### config.mk
export PLATFORM = sky130hd
export DESIGN_NAME = gsu_cfg
export DESIGN_NICKNAME = d
export VERILOG_FILES = /design/src/design/gsu_pkg.sv /design/src/design/gsu_cfg.sv
export SDC_FILE = /design/constraint.sdc
export NUM_CORES = 1
export LEC_CHECK = 0
export ABC_AREA = 0
export BUFFER_PORTS_ARGS = -buffer_cell sky130_fd_sc_hd__buf_4
export CAP_MARGIN = 20
export CORE_MARGIN = 1.5
export CORE_UTILIZATION = 50
export CTS_BUF_LIST = sky130_fd_sc_hd__clkbuf_16
export CTS_CLUSTER_DIAMETER = 50
export DETAILED_ROUTE_END_ITERATION = 10
export GPL_ROUTABILITY_DRIVEN = 0
export GPL_TIMING_DRIVEN = 0
export PLACE_DENSITY = 0.67
export SYNTH_ARGS = -nofsm -noshare
export SYNTH_HDL_FRONTEND = slang
export SYNTH_SLANG_ARGS = --single-unit
### constraint.sdc
create_clock -name clk -period 9.2 [get_ports clk]
set_input_delay 0.92 -clock clk [delete_from_list [all_inputs] [get_ports clk]]
set_output_delay 0.92 -clock clk [all_outputs]
set_load 0.01 [all_outputs]
### src/design/gsu_pkg.sv
`default_nettype none
package gsu_pkg;

  localparam int POS_BITS_DEF = 24;
  localparam int CFG_IDX_W    = 3;
  localparam int CFG_DATA_W   = 16;

  // item kinds
  localparam logic [2:0] ACT_GOAL = 3'd0;
  localparam logic [2:0] ACT_ODOM = 3'd1;
  localparam logic [2:0] ACT_TICK = 3'd2;
  localparam logic [2:0] ACT_CMD  = 3'd3;
  localparam logic [2:0] ACT_ACK  = 3'd4;

  // register indexes
  localparam logic [CFG_IDX_W-1:0] REG_ARRIVE_DIST = 3'd0;
  localparam logic [CFG_IDX_W-1:0] REG_ARRIVE_HEAD = 3'd1;
  localparam logic [CFG_IDX_W-1:0] REG_STOP_SPEED  = 3'd2;
  localparam logic [CFG_IDX_W-1:0] REG_DRIFT_LIMIT = 3'd3;
  localparam logic [CFG_IDX_W-1:0] REG_SETTLE      = 3'd4;

  localparam logic [1:0] MODE_INIT = 2'd0;
  localparam logic [1:0] MODE_NAV  = 2'd1;
  localparam logic [1:0] MODE_HOLD = 2'd2;

  localparam logic [1:0] REQ_NONE  = 2'd0;
  localparam logic [1:0] REQ_START = 2'd1;
  localparam logic [1:0] REQ_STOP  = 2'd2;

  // 0.1 m squared and 0.1 rad in fixed point
  localparam logic [31:0]        GOAL_MOVE_SQ  = 32'd10485;
  localparam logic signed [16:0] GOAL_TURN     = 17'sd1043;
  localparam logic signed [16:0] GOAL_TURN_NEG = -17'sd1043;

  // reset values, distances kept as squares
  localparam logic [31:0] ARRIVE_SQ_RST   = 32'd42025;
  localparam logic [14:0] ARRIVE_HEAD_RST = 15'd1565;
  localparam logic [14:0] STOP_SPEED_RST  = 15'd51;
  localparam logic [31:0] DRIFT_SQ_RST    = 32'd65536;
  localparam logic [15:0] SETTLE_RST      = 16'd20;

  typedef struct packed {
    logic [31:0] arrive_sq;
    logic [14:0] arrive_head;
    logic [14:0] stop_speed;
    logic [31:0] drift_sq;
    logic [15:0] settle_ticks;
  } gsu_cfg_t;

  typedef struct packed {
    logic               cmd_valid;
    logic signed [15:0] cmd_linear;
    logic signed [15:0] cmd_angular;
    logic [1:0]         mode;
    logic               mode_changed;
    logic [1:0]         switch_request;
    logic               drive_enabled;
  } gsu_result_t;

endpackage
`default_nettype wire

### src/design/gsu_cfg.sv
`default_nettype none
module gsu_cfg import gsu_pkg::*; (
  input  logic                  clk,
  input  logic                  rst_n,
  input  logic                  cfg_we,
  input  logic [CFG_IDX_W-1:0]  cfg_index,
  input  logic [CFG_DATA_W-1:0] cfg_wdata,
  output gsu_cfg_t              cfg
);

  gsu_cfg_t    cfg_r;
  logic [31:0] wdata_sq;

  // distance limits are stored squared, computed on the write
  assign wdata_sq = {16'd0, cfg_wdata} * {16'd0, cfg_wdata};

  always_ff @(posedge clk) begin
    if (!rst_n) begin
      cfg_r.arrive_sq    <= ARRIVE_SQ_RST;
      cfg_r.arrive_head  <= ARRIVE_HEAD_RST;
      cfg_r.stop_speed   <= STOP_SPEED_RST;
      cfg_r.drift_sq     <= DRIFT_SQ_RST;
      cfg_r.settle_ticks <= SETTLE_RST;
    end else if (cfg_we) begin
      case (cfg_index)
        REG_ARRIVE_DIST: cfg_r.arrive_sq    <= wdata_sq;
        REG_ARRIVE_HEAD: cfg_r.arrive_head  <= cfg_wdata[14:0];
        REG_STOP_SPEED:  cfg_r.stop_speed   <= cfg_wdata[14:0];
        REG_DRIFT_LIMIT: cfg_r.drift_sq     <= wdata_sq;
        REG_SETTLE:      cfg_r.settle_ticks <= cfg_wdata;
        default: ;
      endcase
    end
  end

  assign cfg = cfg_r;

endmodule
`default_nettype wire

==> out/metrics.csv <==
stage;metric;value;unit
logic_synthesis;Synth Flop Type;dfxtp_1;
logic_synthesis;register area share after synthesis;18.73;%
logic_synthesis;Synth Register Bits;108;
logic_synthesis;Ys Warns;0;
floorplan;I/O pin count;132;
detailed_routing;Detail Route Antenna Nets;0;
logic_synthesis;count of cell types in the netlist;62;
timing;Final period util;80.48;%
cts;TritonCTS Sinks;108;
detailed_routing;Total Wirelength;33330;um
detailed_routing;Routed WL per cell;18.54;um
worst_setup_path;WS Path Type;in2reg;
cts;clock slew at reported path FFs;0.09;ns
worst_setup_path;Max stage delay on crit path;0.57;ns
cts;CTS buffer count;9;
floorplan;Die H;155.0;um
grt;vias in the first global route;9986;
timing;Final Hold Violating Endpoints;0;
worst_setup_path;CP max-delay cell;clkbuf_1;
grt;pin count of the biggest net entering global routing;21;
logic_synthesis;Async SR Flop Fraction;0;%
timing;RSZ-0062 raised after global routing;false;
worst_setup_path;WP data required;9.47;ns
floorplan;die area;24010;sq um
placement;Detailed Place HPWL;26770;um
floorplan;Die Span X;155.0;um
cts;clk root buf;clkbuf_16;
final_layout;Area Overhead vs Synth;13.99;%
worst_setup_path;CP Cell Sequence;buf_4 > clkbuf_1 > clkbuf_1 > nand2_1 > fa_1 > inv_1 > fa_1 > inv_1 > fa_1 > inv_1 > fa_1 > fa_1 > inv_1 > fa_1 > inv_1 > ha_1 > buf_2 > nand2_1 > o21ai_0 > a311oi_1 > o31ai_2 > mux2i_1 > o22ai_1 > and2_1;
worst_setup_path;crit end category;flop;
logic_synthesis;Cell Area, Synth;11550;sq um
floorplan;Initial Utilization;51.00;%
final_layout;Fill cells;2065;
final_layout;nets;1794;
detailed_routing;drc violations;0;
detailed_routing;Vias/cell;5.418;
hold_path;Hold Crit Class;reg2reg;
grt;grt ovf;0;
cts;hold-fix buffers at CTS;0;
timing;Worst Skew;0;ns
logic_synthesis;Avg Cell Area, Syn;8.422;sq um
final_layout;n_diodes;0;
logic_synthesis;number of synthesized flops with an enable pin;0;
cts;clock tree buffer depth;2;
cts;Setup Buffers After CTS;0;
cts;worst skew pair latency;0.36;ns
worst_setup_path;Max FO, Critical Path;10;
timing;Worst Tran Pin Value;0.8757;ns
detailed_routing;drt first pass iters;6;
final_layout;max reg flops;108;
worst_setup_path;critical path data arrival time;7.68;ns
timing;Total Neg Setup Slack;0;ns
worst_setup_path;Top cell by count, worst path;fa_1;
timing;final setup fails;0;
final_layout;layout cells sized above 1;10.77;%
outcome;status;finished clean;
cts;# H-tree levels;3;
timing;Slew Limit Fails;0;
cts;post-CTS sizing;0;
worst_setup_path;type of origin of the critical path;input port;
floorplan;Site Rows;55;
floorplan;Core Region;22640;sq um
logic_synthesis;Mapped Cells;1371;
grt;initial antenna violation count;0;
timing;Max Freq;135.1;MHz
timing;worst relative slew slack;41.62;%
grt;GRT Total Usage;29.09;%
detailed_routing;Starting DRT DRC Count;619;
detailed_routing;Via Count;9741;
placement;I/O Buffers;125;
timing;Final Critical Period;7.404;ns
cts;CTS tree;done;
grt;first-pass GRT wire length;53080;um
flow_run;Max Cap Violations;0;
[kinds of logic after synthesis]
family / Yosys count / synth area share (%)
multiplexers: 3 / 0.2709
AO/OA/AOI/OAI: 196 / 11.58
buffers and inverters: 325 / 10.67
adder cells (fa/ha/maj): 264 / 39.14
AND/OR/NAND/NOR: 443 / 17.22
other: 1 / 0.03248
XOR/XNOR: 31 / 2.352
flip-flops: 108 / 18.73
[synth_stat cells (3+ instances only)]
cell / count / area (sq um)
xnor2_1: 19 / 166.4
or2_2: 6 / 37.54
clkbuf_1: 66 / 247.7
a21boi_0: 50 / 375.4
o221ai_1: 4 / 35.03
o21ai_0: 28 / 140.1
and3_1: 7 / 43.79
inv_1: 250 / 938.4
or4_1: 4 / 30.03
ha_1: 102 / 1276
nor2b_1: 8 / 50.05
fa_1: 162 / 3243
a21o_1: 16 / 120.1
nor2_1: 47 / 176.4
o211ai_2: 3 / 37.54
dfxtp_1: 108 / 2162
a21oi_1: 48 / 240.2
o211ai_1: 10 / 75.07
nand4_1: 20 / 125.1
xor2_1: 12 / 105.1
and2_1: 45 / 281.5
nand2b_1: 4 / 25.02
nor3_1: 4 / 20.02
buf_2: 3 / 15.01
o311ai_0: 4 / 35.03
nand3_1: 35 / 175.2
nand2_1: 255 / 957.2
a31oi_1: 5 / 31.28
[metrics by stage]
stage	instances	instance area, sq um	hold slack (ns)	worst slack, ns	utilization [%]
finish	1798	13160	0.4650	1.796	58.13
global route	1798	13160	0.4839	1.482	58.13
CTS	1798	13160	0.4634	1.829	58.13
detailed placement	1782	12840	0.4501	1.462	56.73
global placement	1782	12840	0.4459	1.498	56.73
floorplan	1372	11550	0.4762	2.778	-
[path summary, 6_finish.rpt]
check | from | to | slack [ns] | cells after the start
min | cfg[25] | cfg[25] | 0.47 | 2
min reg2reg | cfg[25] | cfg[25] | 0.47 | 2
max reg2reg | cfg[105] | cfg[105] | 8.44 | 3
max | cfg_wdata[6] | cfg[105] | 1.80 | 24
[cell usage in the layout, fill, tap and decap left out, types with 4 or more instances in the layout]
| cell type | instances |
|---|---|
| and3_1 | 7 |
| a21oi_1 | 48 |
| o21ai_0 | 28 |
| a21boi_0 | 50 |
| nor2_1 | 47 |
| o311ai_0 | 4 |
| clkbuf_1 | 66 |
| nor3_1 | 4 |
| o221ai_1 | 4 |
| ha_1 | 102 |
| or4_1 | 4 |
| nand2_1 | 255 |
| inv_1 | 250 |
| dfxtp_1 | 108 |
| nand3_1 | 35 |
| xnor2_1 | 19 |
| a21o_1 | 16 |
| fa_1 | 162 |
| nor2b_1 | 8 |
| and2_1 | 45 |
| clkbuf_16 | 9 |
| buf_4 | 127 |
| nand2b_1 | 4 |
| a31oi_1 | 5 |
| o211ai_1 | 10 |
| nand4_1 | 20 |
| xor2_1 | 12 |
| or2_2 | 6 |
[metal layers]
layer	track usage, %	part of all wire [%]	wire length (um)
met1	38.18	42	14010
met2	49.80	48	16150
met5	0	0	0
met3	4.485	6.8	2282
met4	8.516	2.7	885
[worst max-delay path, delay by kind of cell]
family,cells,cell delay (ns)
adder cells (fa/ha/maj),7,3.27
buffers and inverters,9,1.69
AO/OA/AOI/OAI,4,1.01
AND/OR/NAND/NOR,3,0.47
multiplexers,1,0.31
[cell type report]
class | instances | area [sq um] | area share, %
clock buffer | 9 | 225.2 | 1.711
timing repair buffer | 125 | 938.4 | 7.130
sequential | 108 | 2162 | 16.43
buffer | 74 | 290.3 | 2.206
tap | 285 | 356.6 | 2.709
multi-input combinational | 939 | 8155 | 61.96
clock inverter | 7 | 91.34 | 0.6940
inverter | 251 | 942.2 | 7.158
Power is not shown: default switching activity piles up to over one toggle a cycle in this logic, so the estimate is an artifact.
