## src/design/gsu_pkg.sv

```systemverilog
`default_nettype none
package gsu_pkg;

  localparam int POS_BITS_DEF = 24;
  localparam int CFG_IDX_W    = 3;
  localparam int CFG_DATA_W   = 16;

  // item kinds
  localparam logic [2:0] ACT_GOAL = 3'd0;
  localparam logic [2:0] ACT_ODOM = 3'd1;
  localparam logic [2:0] ACT_TICK = 3'd2;
  localparam logic [2:0] ACT_CMD  = 3'd3;
  localparam logic [2:0] ACT_ACK  = 3'd4;

  // register indexes
  localparam logic [CFG_IDX_W-1:0] REG_ARRIVE_DIST = 3'd0;
  localparam logic [CFG_IDX_W-1:0] REG_ARRIVE_HEAD = 3'd1;
  localparam logic [CFG_IDX_W-1:0] REG_STOP_SPEED  = 3'd2;
  localparam logic [CFG_IDX_W-1:0] REG_DRIFT_LIMIT = 3'd3;
  localparam logic [CFG_IDX_W-1:0] REG_SETTLE      = 3'd4;

  localparam logic [1:0] MODE_INIT = 2'd0;
  localparam logic [1:0] MODE_NAV  = 2'd1;
  localparam logic [1:0] MODE_HOLD = 2'd2;

  localparam logic [1:0] REQ_NONE  = 2'd0;
  localparam logic [1:0] REQ_START = 2'd1;
  localparam logic [1:0] REQ_STOP  = 2'd2;

  // 0.1 m squared and 0.1 rad in fixed point
  localparam logic [31:0]        GOAL_MOVE_SQ  = 32'd10485;
  localparam logic signed [16:0] GOAL_TURN     = 17'sd1043;
  localparam logic signed [16:0] GOAL_TURN_NEG = -17'sd1043;

  // reset values, distances kept as squares
  localparam logic [31:0] ARRIVE_SQ_RST   = 32'd42025;
  localparam logic [14:0] ARRIVE_HEAD_RST = 15'd1565;
  localparam logic [14:0] STOP_SPEED_RST  = 15'd51;
  localparam logic [31:0] DRIFT_SQ_RST    = 32'd65536;
  localparam logic [15:0] SETTLE_RST      = 16'd20;

  typedef struct packed {
    logic [31:0] arrive_sq;
    logic [14:0] arrive_head;
    logic [14:0] stop_speed;
    logic [31:0] drift_sq;
    logic [15:0] settle_ticks;
  } gsu_cfg_t;

  typedef struct packed {
    logic               cmd_valid;
    logic signed [15:0] cmd_linear;
    logic signed [15:0] cmd_angular;
    logic [1:0]         mode;
    logic               mode_changed;
    logic [1:0]         switch_request;
    logic               drive_enabled;
  } gsu_result_t;

endpackage
`default_nettype wire

```

## src/design/gsu_core.sv

```systemverilog
`default_nettype none
module gsu_core import gsu_pkg::*; #(
  parameter int POS_BITS = POS_BITS_DEF
) (
  input  logic                       clk,
  input  logic                       rst_n,
  input  logic                       step,
  input  logic [2:0]                 action,
  input  logic signed [POS_BITS-1:0] pos_x,
  input  logic signed [POS_BITS-1:0] pos_y,
  input  logic signed [15:0]         heading,
  input  logic signed [15:0]         linear_speed,
  input  logic signed [15:0]         turn_rate,
  input  logic                       switch_ok,
  input  gsu_cfg_t                   cfg,
  output gsu_result_t                res
);

  localparam int DW = POS_BITS + 1;
  localparam int SW = (DW < 31) ? DW : 31;
  localparam int QW = 2 * SW + 1;

  logic                       goal_known_r, goal_known_nxt;
  logic                       holding_r, holding_nxt;
  logic                       drives_on_r, drives_on_nxt;
  logic [1:0]                 mode_r, mode_nxt;
  logic signed [POS_BITS-1:0] tgt_x_r, tgt_x_nxt, tgt_y_r, tgt_y_nxt;
  logic signed [15:0]         tgt_yaw_r, tgt_yaw_nxt;
  logic signed [POS_BITS-1:0] veh_x_r, veh_x_nxt, veh_y_r, veh_y_nxt;
  logic signed [15:0]         veh_yaw_r, veh_yaw_nxt, veh_spd_r, veh_spd_nxt;
  logic signed [POS_BITS-1:0] anc_x_r, anc_x_nxt, anc_y_r, anc_y_nxt;
  logic [15:0]                hold_cnt_r, hold_cnt_nxt;
  logic                       pend_tgt_r, pend_tgt_nxt, pend_vld_r, pend_vld_nxt;

  // shared squared-distance unit
  logic signed [POS_BITS-1:0] pa_x, pa_y, pb_x, pb_y;
  logic signed [DW-1:0]       diff_x, diff_y;
  logic [DW-1:0]              mag_x, mag_y;
  logic [SW-1:0]              sx, sy;
  logic [2*SW-1:0]            sq_x, sq_y;
  logic [QW-1:0]              dist_sq;
  logic                       dist_sat;
  logic                       goal_far, near_goal, drifted;

  logic signed [16:0]         dyaw;
  logic                       goal_turned, goal_new;
  logic [15:0]                herr;
  logic [16:0]                herr_mag, spd_mag;
  logic                       aligned, stopped;
  logic [15:0]                hold_inc;
  logic                       req_fire, req_on;

  always_comb begin
    if (action == ACT_GOAL) begin
      pa_x = pos_x;   pa_y = pos_y;   pb_x = tgt_x_r; pb_y = tgt_y_r;
    end else if (holding_r) begin
      pa_x = veh_x_r; pa_y = veh_y_r; pb_x = anc_x_r; pb_y = anc_y_r;
    end else begin
      pa_x = tgt_x_r; pa_y = tgt_y_r; pb_x = veh_x_r; pb_y = veh_y_r;
    end
  end

  assign diff_x   = {pa_x[POS_BITS-1], pa_x} - {pb_x[POS_BITS-1], pb_x};
  assign diff_y   = {pa_y[POS_BITS-1], pa_y} - {pb_y[POS_BITS-1], pb_y};
  assign mag_x    = diff_x[DW-1] ? -diff_x : diff_x;
  assign mag_y    = diff_y[DW-1] ? -diff_y : diff_y;
  // differences of 2^31 or more count as infinitely far
  assign dist_sat = ((mag_x >> 31) != '0) || ((mag_y >> 31) != '0);
  assign sx       = mag_x[SW-1:0];
  assign sy       = mag_y[SW-1:0];
  assign sq_x     = sx * sx;
  assign sq_y     = sy * sy;
  assign dist_sq  = {1'b0, sq_x} + {1'b0, sq_y};

  assign goal_far  = dist_sat || (dist_sq > {{(QW-32){1'b0}}, GOAL_MOVE_SQ});
  assign near_goal = !dist_sat && (dist_sq < {{(QW-32){1'b0}}, cfg.arrive_sq});
  assign drifted   = dist_sat || (dist_sq > {{(QW-32){1'b0}}, cfg.drift_sq});

  // goal yaw compared without wrapping
  assign dyaw        = {heading[15], heading} - {tgt_yaw_r[15], tgt_yaw_r};
  assign goal_turned = (dyaw > GOAL_TURN) || (dyaw < GOAL_TURN_NEG);
  assign goal_new    = !goal_known_r || goal_far || goal_turned;

  // arrival heading error wraps, half a turn gives 32768
  assign herr     = tgt_yaw_r - veh_yaw_r;
  assign herr_mag = herr[15] ? (17'h10000 - {1'b0, herr}) : {1'b0, herr};
  assign spd_mag  = veh_spd_r[15] ? (17'h10000 - {1'b0, veh_spd_r}) : {1'b0, veh_spd_r};
  assign aligned  = herr_mag < {2'b00, cfg.arrive_head};
  assign stopped  = spd_mag < {2'b00, cfg.stop_speed};

  assign hold_inc = (hold_cnt_r != 16'hFFFF) ? (hold_cnt_r + 16'd1) : hold_cnt_r;

  always_comb begin
    goal_known_nxt = goal_known_r;
    holding_nxt    = holding_r;
    drives_on_nxt  = drives_on_r;
    mode_nxt       = mode_r;
    tgt_x_nxt      = tgt_x_r;
    tgt_y_nxt      = tgt_y_r;
    tgt_yaw_nxt    = tgt_yaw_r;
    veh_x_nxt      = veh_x_r;
    veh_y_nxt      = veh_y_r;
    veh_yaw_nxt    = veh_yaw_r;
    veh_spd_nxt    = veh_spd_r;
    anc_x_nxt      = anc_x_r;
    anc_y_nxt      = anc_y_r;
    hold_cnt_nxt   = hold_cnt_r;
    pend_tgt_nxt   = pend_tgt_r;
    pend_vld_nxt   = pend_vld_r;
    req_fire       = 1'b0;
    req_on         = 1'b0;
    res.cmd_valid   = 1'b0;
    res.cmd_linear  = '0;
    res.cmd_angular = '0;

    case (action)
      ACT_GOAL: begin
        if (goal_new) begin
          tgt_x_nxt      = pos_x;
          tgt_y_nxt      = pos_y;
          tgt_yaw_nxt    = heading;
          goal_known_nxt = 1'b1;
          if (holding_r) begin
            holding_nxt = 1'b0;
            req_fire    = 1'b1;
            req_on      = 1'b1;
            mode_nxt    = MODE_NAV;
          end
        end
      end
      ACT_ODOM: begin
        veh_x_nxt   = pos_x;
        veh_y_nxt   = pos_y;
        veh_yaw_nxt = heading;
        veh_spd_nxt = linear_speed;
      end
      ACT_TICK: begin
        if (goal_known_r) begin
          if (!holding_r) begin
            if (near_goal && aligned && stopped) begin
              holding_nxt  = 1'b1;
              anc_x_nxt    = veh_x_r;
              anc_y_nxt    = veh_y_r;
              hold_cnt_nxt = '0;
              mode_nxt     = MODE_HOLD;
            end
          end else if (drifted) begin
            holding_nxt = 1'b0;
            req_fire    = 1'b1;
            req_on      = 1'b1;
            mode_nxt    = MODE_NAV;
          end else begin
            hold_cnt_nxt = hold_inc;
            if (drives_on_r && (hold_inc > cfg.settle_ticks)) begin
              req_fire = 1'b1;
              req_on   = 1'b0;
            end
          end
        end
      end
      ACT_CMD: begin
        res.cmd_valid = 1'b1;
        if (!holding_r) begin
          res.cmd_linear  = linear_speed;
          res.cmd_angular = turn_rate;
        end
      end
      ACT_ACK: begin
        if (pend_vld_r) begin
          if (switch_ok) drives_on_nxt = pend_tgt_r;
          pend_vld_nxt = 1'b0;
        end
      end
      default: ;
    endcase

    // a request goes out only if it changes something not already pending
    res.switch_request = REQ_NONE;
    if (req_fire && (drives_on_r != req_on) && !(pend_vld_r && (pend_tgt_r == req_on))) begin
      pend_vld_nxt       = 1'b1;
      pend_tgt_nxt       = req_on;
      res.switch_request = req_on ? REQ_START : REQ_STOP;
    end

    res.mode          = mode_nxt;
    res.mode_changed  = (mode_nxt != mode_r);
    res.drive_enabled = drives_on_nxt;
  end

  always_ff @(posedge clk) begin
    if (!rst_n) begin
      goal_known_r <= 1'b0;
      holding_r    <= 1'b0;
      drives_on_r  <= 1'b1;
      mode_r       <= MODE_INIT;
      tgt_x_r      <= '0;
      tgt_y_r      <= '0;
      tgt_yaw_r    <= '0;
      veh_x_r      <= '0;
      veh_y_r      <= '0;
      veh_yaw_r    <= '0;
      veh_spd_r    <= '0;
      anc_x_r      <= '0;
      anc_y_r      <= '0;
      hold_cnt_r   <= '0;
      pend_tgt_r   <= 1'b0;
      pend_vld_r   <= 1'b0;
    end else if (step) begin
      goal_known_r <= goal_known_nxt;
      holding_r    <= holding_nxt;
      drives_on_r  <= drives_on_nxt;
      mode_r       <= mode_nxt;
      tgt_x_r      <= tgt_x_nxt;
      tgt_y_r      <= tgt_y_nxt;
      tgt_yaw_r    <= tgt_yaw_nxt;
      veh_x_r      <= veh_x_nxt;
      veh_y_r      <= veh_y_nxt;
      veh_yaw_r    <= veh_yaw_nxt;
      veh_spd_r    <= veh_spd_nxt;
      anc_x_r      <= anc_x_nxt;
      anc_y_r      <= anc_y_nxt;
      hold_cnt_r   <= hold_cnt_nxt;
      pend_tgt_r   <= pend_tgt_nxt;
      pend_vld_r   <= pend_vld_nxt;
    end
  end

endmodule
`default_nettype wire

```

## config.mk

```make
export PLATFORM = sky130hd
export DESIGN_NAME = gsu_core
export DESIGN_NICKNAME = d
export VERILOG_FILES = /design/src/design/gsu_pkg.sv /design/src/design/gsu_core.sv
export SDC_FILE = /design/constraint.sdc
export NUM_CORES = 2
export LEC_CHECK = 0
export BUFFER_PORTS_ARGS = -buffer_cell sky130_fd_sc_hd__buf_2
export CORE_ASPECT_RATIO = 1.1
export CORE_MARGIN = 2
export CORE_UTILIZATION = 50
export DETAILED_ROUTE_END_ITERATION = 8
export PLACE_DENSITY = 0.73
export SYNTH_ARGS = -nofsm -noshare
export SYNTH_HDL_FRONTEND = slang
export SYNTH_SLANG_ARGS = --single-unit
```

## constraint.sdc

```tcl
create_clock -name clk -period 19.1 [get_ports clk]
set_clock_uncertainty 0.15 [all_clocks]
set_input_delay 0.955 -clock clk [delete_from_list [all_inputs] [get_ports clk]]
set_output_delay 0.955 -clock clk [all_outputs]
set_load 0.02 [all_outputs]
```

==> results by group <==
Synth
  • Synthesized area divided by synthesized cell count: 8.45 sq um
  • Post-synthesis sequential area ratio: 0.0780
  • Mapped Area: 0.0552 sq mm
  • Post-synth top flop: sky130_fd_sc_hd__dfxtp_1
  • Area share of the largest cell type after synthesis: 0.376
  • Proportion of synthesized flip-flops having asynchronous set or reset: 0
  • Post-synthesis cell type with the largest combined area: sky130_fd_sc_hd__fa_1
  • Number of instances in the synthesized netlist: 6,531
  • Yosys warning total: 0
  • Number of synthesized flops with an enable pin: 0
  • Unique masters post-synth: 91
  • Synthesized flop and latch total: 215
  • Leading cell types by total area after synthesis: sky130_fd_sc_hd__fa_1 (38%), sky130_fd_sc_hd__ha_1 (13%), sky130_fd_sc_hd__inv_1 (9.7%), sky130_fd_sc_hd__dfxtp_1 (7.8%), sky130_fd_sc_hd__nand2_1 (5.2%)

Timing
  • Remaining max-slew budget at the tightest pin: 0.118
  • Fin Hold WS: 301 ps
  • Post-route fraction of the period consumed by the critical path: 0.951
  • Worst Max-Slew Pin Slew: 1310 ps
  • Count of final setup violators: 0
  • Setup total negative slack: 0 ps
  • Maximum operating frequency: 55.0 MHz
  • Slew Viols, Final: 0
  • Final hold violation count: 0
  • Min Clock Period, post-route: 18,170 ps
  • Setup repair after global routing missed its margin: no

Layout
  • Area Overhead vs Synth: 6.67%
  • Post-layout util: 0.539
  • Final instance count without filler cells: 8,107
  • Share of layout cells above drive strength 1: 0.0652
  • Fillers: 10,000
  • Nets@finish: 8,484

Die
  • Initial Util: 0.505
  • Placeable core area: 0.109 sq mm
  • Die Height: 352 um
  • Area of the die: 0.113 sq mm
  • Number of top-level design ports: 252
  • Placement row count: 127
  • Horiz. Die Dim: 321 um

Worst setup path
  • Most frequent cell on the critical path: sky130_fd_sc_hd__fa_1
  • Worst Path Max Fanout: 25
  • Class of the most critical setup path: primary input to output port
  • Critical path arrival: 17,070 ps
  • Slowest cell on the critical path: sky130_fd_sc_hd__nor3_2
  • Critical R2R Launch: holding_r
  • Count of cells along the worst register-to-register path: 45
  • CP Capture Type: output port
  • Capturing point of the worst reg2reg path: tgt_y_r[12]
  • Stage delay of the slowest cell on the critical path: 690 ps
  • Worst reg2reg setup slack: 1930 ps
  • Critical path data required time: 18,000 ps
  • Worst setup SP type: primary input

Global route
  • Remaining Overflow, GRT: 0
  • Maximum number of pins on one net before global-route repair: 124
  • Global-route wire length before repair: 251 mm
  • Initial antenna violation count: 5
  • Number of global-route vias before repair: 47,600
  • Gr usage total: 0.280

Detailed routing
  • Pre-antenna DRT Iters: 6
  • Final routed wire length divided by cell count: 19.2 um
  • Detailed-route DRC error count: 0
  • ANT nets after route: 0
  • Initial drt markers: 2,645
  • Routed via count: 44,900
  • Post-detailed-routing wire length: 155 mm
  • Via density per instance: 5.53

CTS
  • Number of sinks on the clock net: 215
  • Buffers from clock root to sink, at most: 3
  • Number of gates resized after CTS: 0
  • TritonCTS clock tree: done
  • CTS Buf Count: 23
  • Post-cts hold buffer count: 0
  • Cell at the root of the clock tree: sky130_fd_sc_hd__clkbuf_16
  • Clock network latency to the later pin of the worst-skew pair: 560 ps
  • Depth of the CTS H-tree: 1
  • Clock slew at the register clock pins of the worst setup and hold paths: 60 ps
  • Setup Fix Bufs, Post-CTS: 0

Status
  • Result of the run: completed

Place
  • RePlAce Congestion: 1.01
  • Number of placed instances with taps included: 8,063
  • Port buffer count: 251
  • DPL Wire Length: 129 mm

Hold path
  • Class of the tightest hold or removal check: flip-flop to flip-flop
  • Endpoint of the worst hold-timing path: anc_y_r[12]
  • HP Start: anc_y_r[12]
  • Worst hold path cell count: 2

Job
  • Max Cap Viol: 0
[metrics by stage]
step / setup slack [ps] / area [sq um]
after global routing: 78.0 / 58900
final: 928 / 58900
after floorplan: 3070 / 55300
after CTS: 1100 / 58900
after detailed placement: 1120 / 58000
after global placement: 1240 / 58000
[worst max path at each step]
stage / start / slack, ps / end / cells after the start
after floorplan: action[0] / 3070 / res[5] / 50
final: action[1] / 930 / res[5] / 48
after global routing: action[1] / 80 / res[5] / 48
after CTS: action[0] / 1100 / res[5] / 48
after detailed placement: action[1] / 1120 / res[5] / 48
after global placement: action[0] / 1240 / res[5] / 48
[flip-flops by register name (all words and copies together), names as in the netlist]
signal and flops:
anc_x_r 24, anc_y_r 24, drives_on_r 1, goal_known_r 1
hold_cnt_r 16, holding_r 1, mode_r 2, pend_tgt_r 1
pend_vld_r 1, tgt_x_r 24, tgt_y_r 24, tgt_yaw_r 16
veh_spd_r 16, veh_x_r 24, veh_y_r 24, veh_yaw_r 16
[cells in the mapped netlist (all sizes together) (6+ instances only)]
| library cell | count |
|---|---|
| and4 | 7 |
| o211ai | 24 |
| nor3b | 10 |
| nand2b | 41 |
| fa | 1037 |
| ha | 565 |
| a2111oi | 7 |
| a21boi | 12 |
| or3 | 37 |
| nand4b | 9 |
| or4 | 13 |
| clkinv | 11 |
| clkbuf | 233 |
| a221oi | 7 |
| nor2 | 586 |
| nand4 | 44 |
| nor4 | 22 |
| and3 | 52 |
| buf | 32 |
| or2 | 17 |
| o31ai | 25 |
| nand3b | 6 |
| mux2i | 171 |
| o22ai | 14 |
| xnor2 | 134 |
| dfxtp | 215 |
| nand2 | 765 |
| nor2b | 33 |
| a21oi | 342 |
| a21o | 77 |
| and2 | 21 |
| o21ai | 179 |
| a311oi | 7 |
| a31oi | 33 |
| nand3 | 53 |
| a211oi | 20 |
| o21a | 28 |
| o21bai | 11 |
| inv | 1422 |
| nor3 | 45 |
| xor2 | 66 |
| o211a | 8 |
[worst max-delay path, delay by kind of cell]
kind,cells,cell delay (ps)
fa+ha+maj,11,5370
simple gates,16,5550
xor+xnor,2,950
buf+inv,9,1410
compound gates,10,2770
[layout make-up]
class | count | area, sq um | share of cell area
antenna | 3 | 7.51 | 0.000128
clock buffer | 27 | 621 | 0.0105
clock inverter | 14 | 211 | 0.00359
inverter | 1433 | 5380 | 0.0915
multi-input combinational | 4654 | 44600 | 0.758
sequential | 215 | 4310 | 0.0732
tap | 1419 | 1780 | 0.0302
timing repair buffer | 342 | 1950 | 0.0332
[per-layer routing]
metal  track usage  up-vias  share of wire
li1              -    20600              -
met1         0.335    22200           0.37
met2         0.477     1626           0.49
met3        0.0377      502          0.068
met4         0.170        2          0.071
met5             0        -       0.000084
[cells by family after synthesis]
logic type | Yosys count | synth area share
AOI/OAI and AO/OA | 864 | 0.0961
xor gates and xnor gates | 200 | 0.0317
adders and majority gates | 1602 | 0.504
buffers and inverters | 1698 | 0.117
DFF | 215 | 0.0780
muxes | 175 | 0.0318
other | 2 | 0.000136
and+or+nand+nor | 1775 | 0.141
[placed cells by master, fill, tap and decap left out, types with 19 or more instances in the layout]
master                      netlist  routed
sky130_fd_sc_hd__clkbuf_16        0      23
sky130_fd_sc_hd__xor2_1          66      65
sky130_fd_sc_hd__nor4_1          19      19
sky130_fd_sc_hd__xnor2_1        134     130
sky130_fd_sc_hd__buf_4            4      90
sky130_fd_sc_hd__conb_1           2      38
sky130_fd_sc_hd__a21oi_1        342     342
sky130_fd_sc_hd__a31oi_1         33      33
sky130_fd_sc_hd__nor3_1          45      44
sky130_fd_sc_hd__fa_1          1037    1037
sky130_fd_sc_hd__o21a_1          28      28
sky130_fd_sc_hd__or3_1           37      37
sky130_fd_sc_hd__nand3_1         52      51
sky130_fd_sc_hd__o31ai_1         25      25
sky130_fd_sc_hd__o21ai_0        177     176
sky130_fd_sc_hd__nand2_1        765     765
sky130_fd_sc_hd__nor2b_1         33      33
sky130_fd_sc_hd__nor2_1         586     586
sky130_fd_sc_hd__and2_1          21      21
sky130_fd_sc_hd__a211oi_1        20      20
sky130_fd_sc_hd__mux2i_1        171     170
sky130_fd_sc_hd__ha_1           565     565
sky130_fd_sc_hd__buf_2           13     251
sky130_fd_sc_hd__a21o_1          77      77
sky130_fd_sc_hd__dfxtp_1        215     214
sky130_fd_sc_hd__nand4_1         43      43
sky130_fd_sc_hd__inv_1         1419    1418
sky130_fd_sc_hd__nand2b_1        41      41
sky130_fd_sc_hd__and3_1          52      51
sky130_fd_sc_hd__o211ai_1        24      24
Power is not shown: default switching activity piles up to over one toggle a cycle in this logic, so the estimate is an artifact.
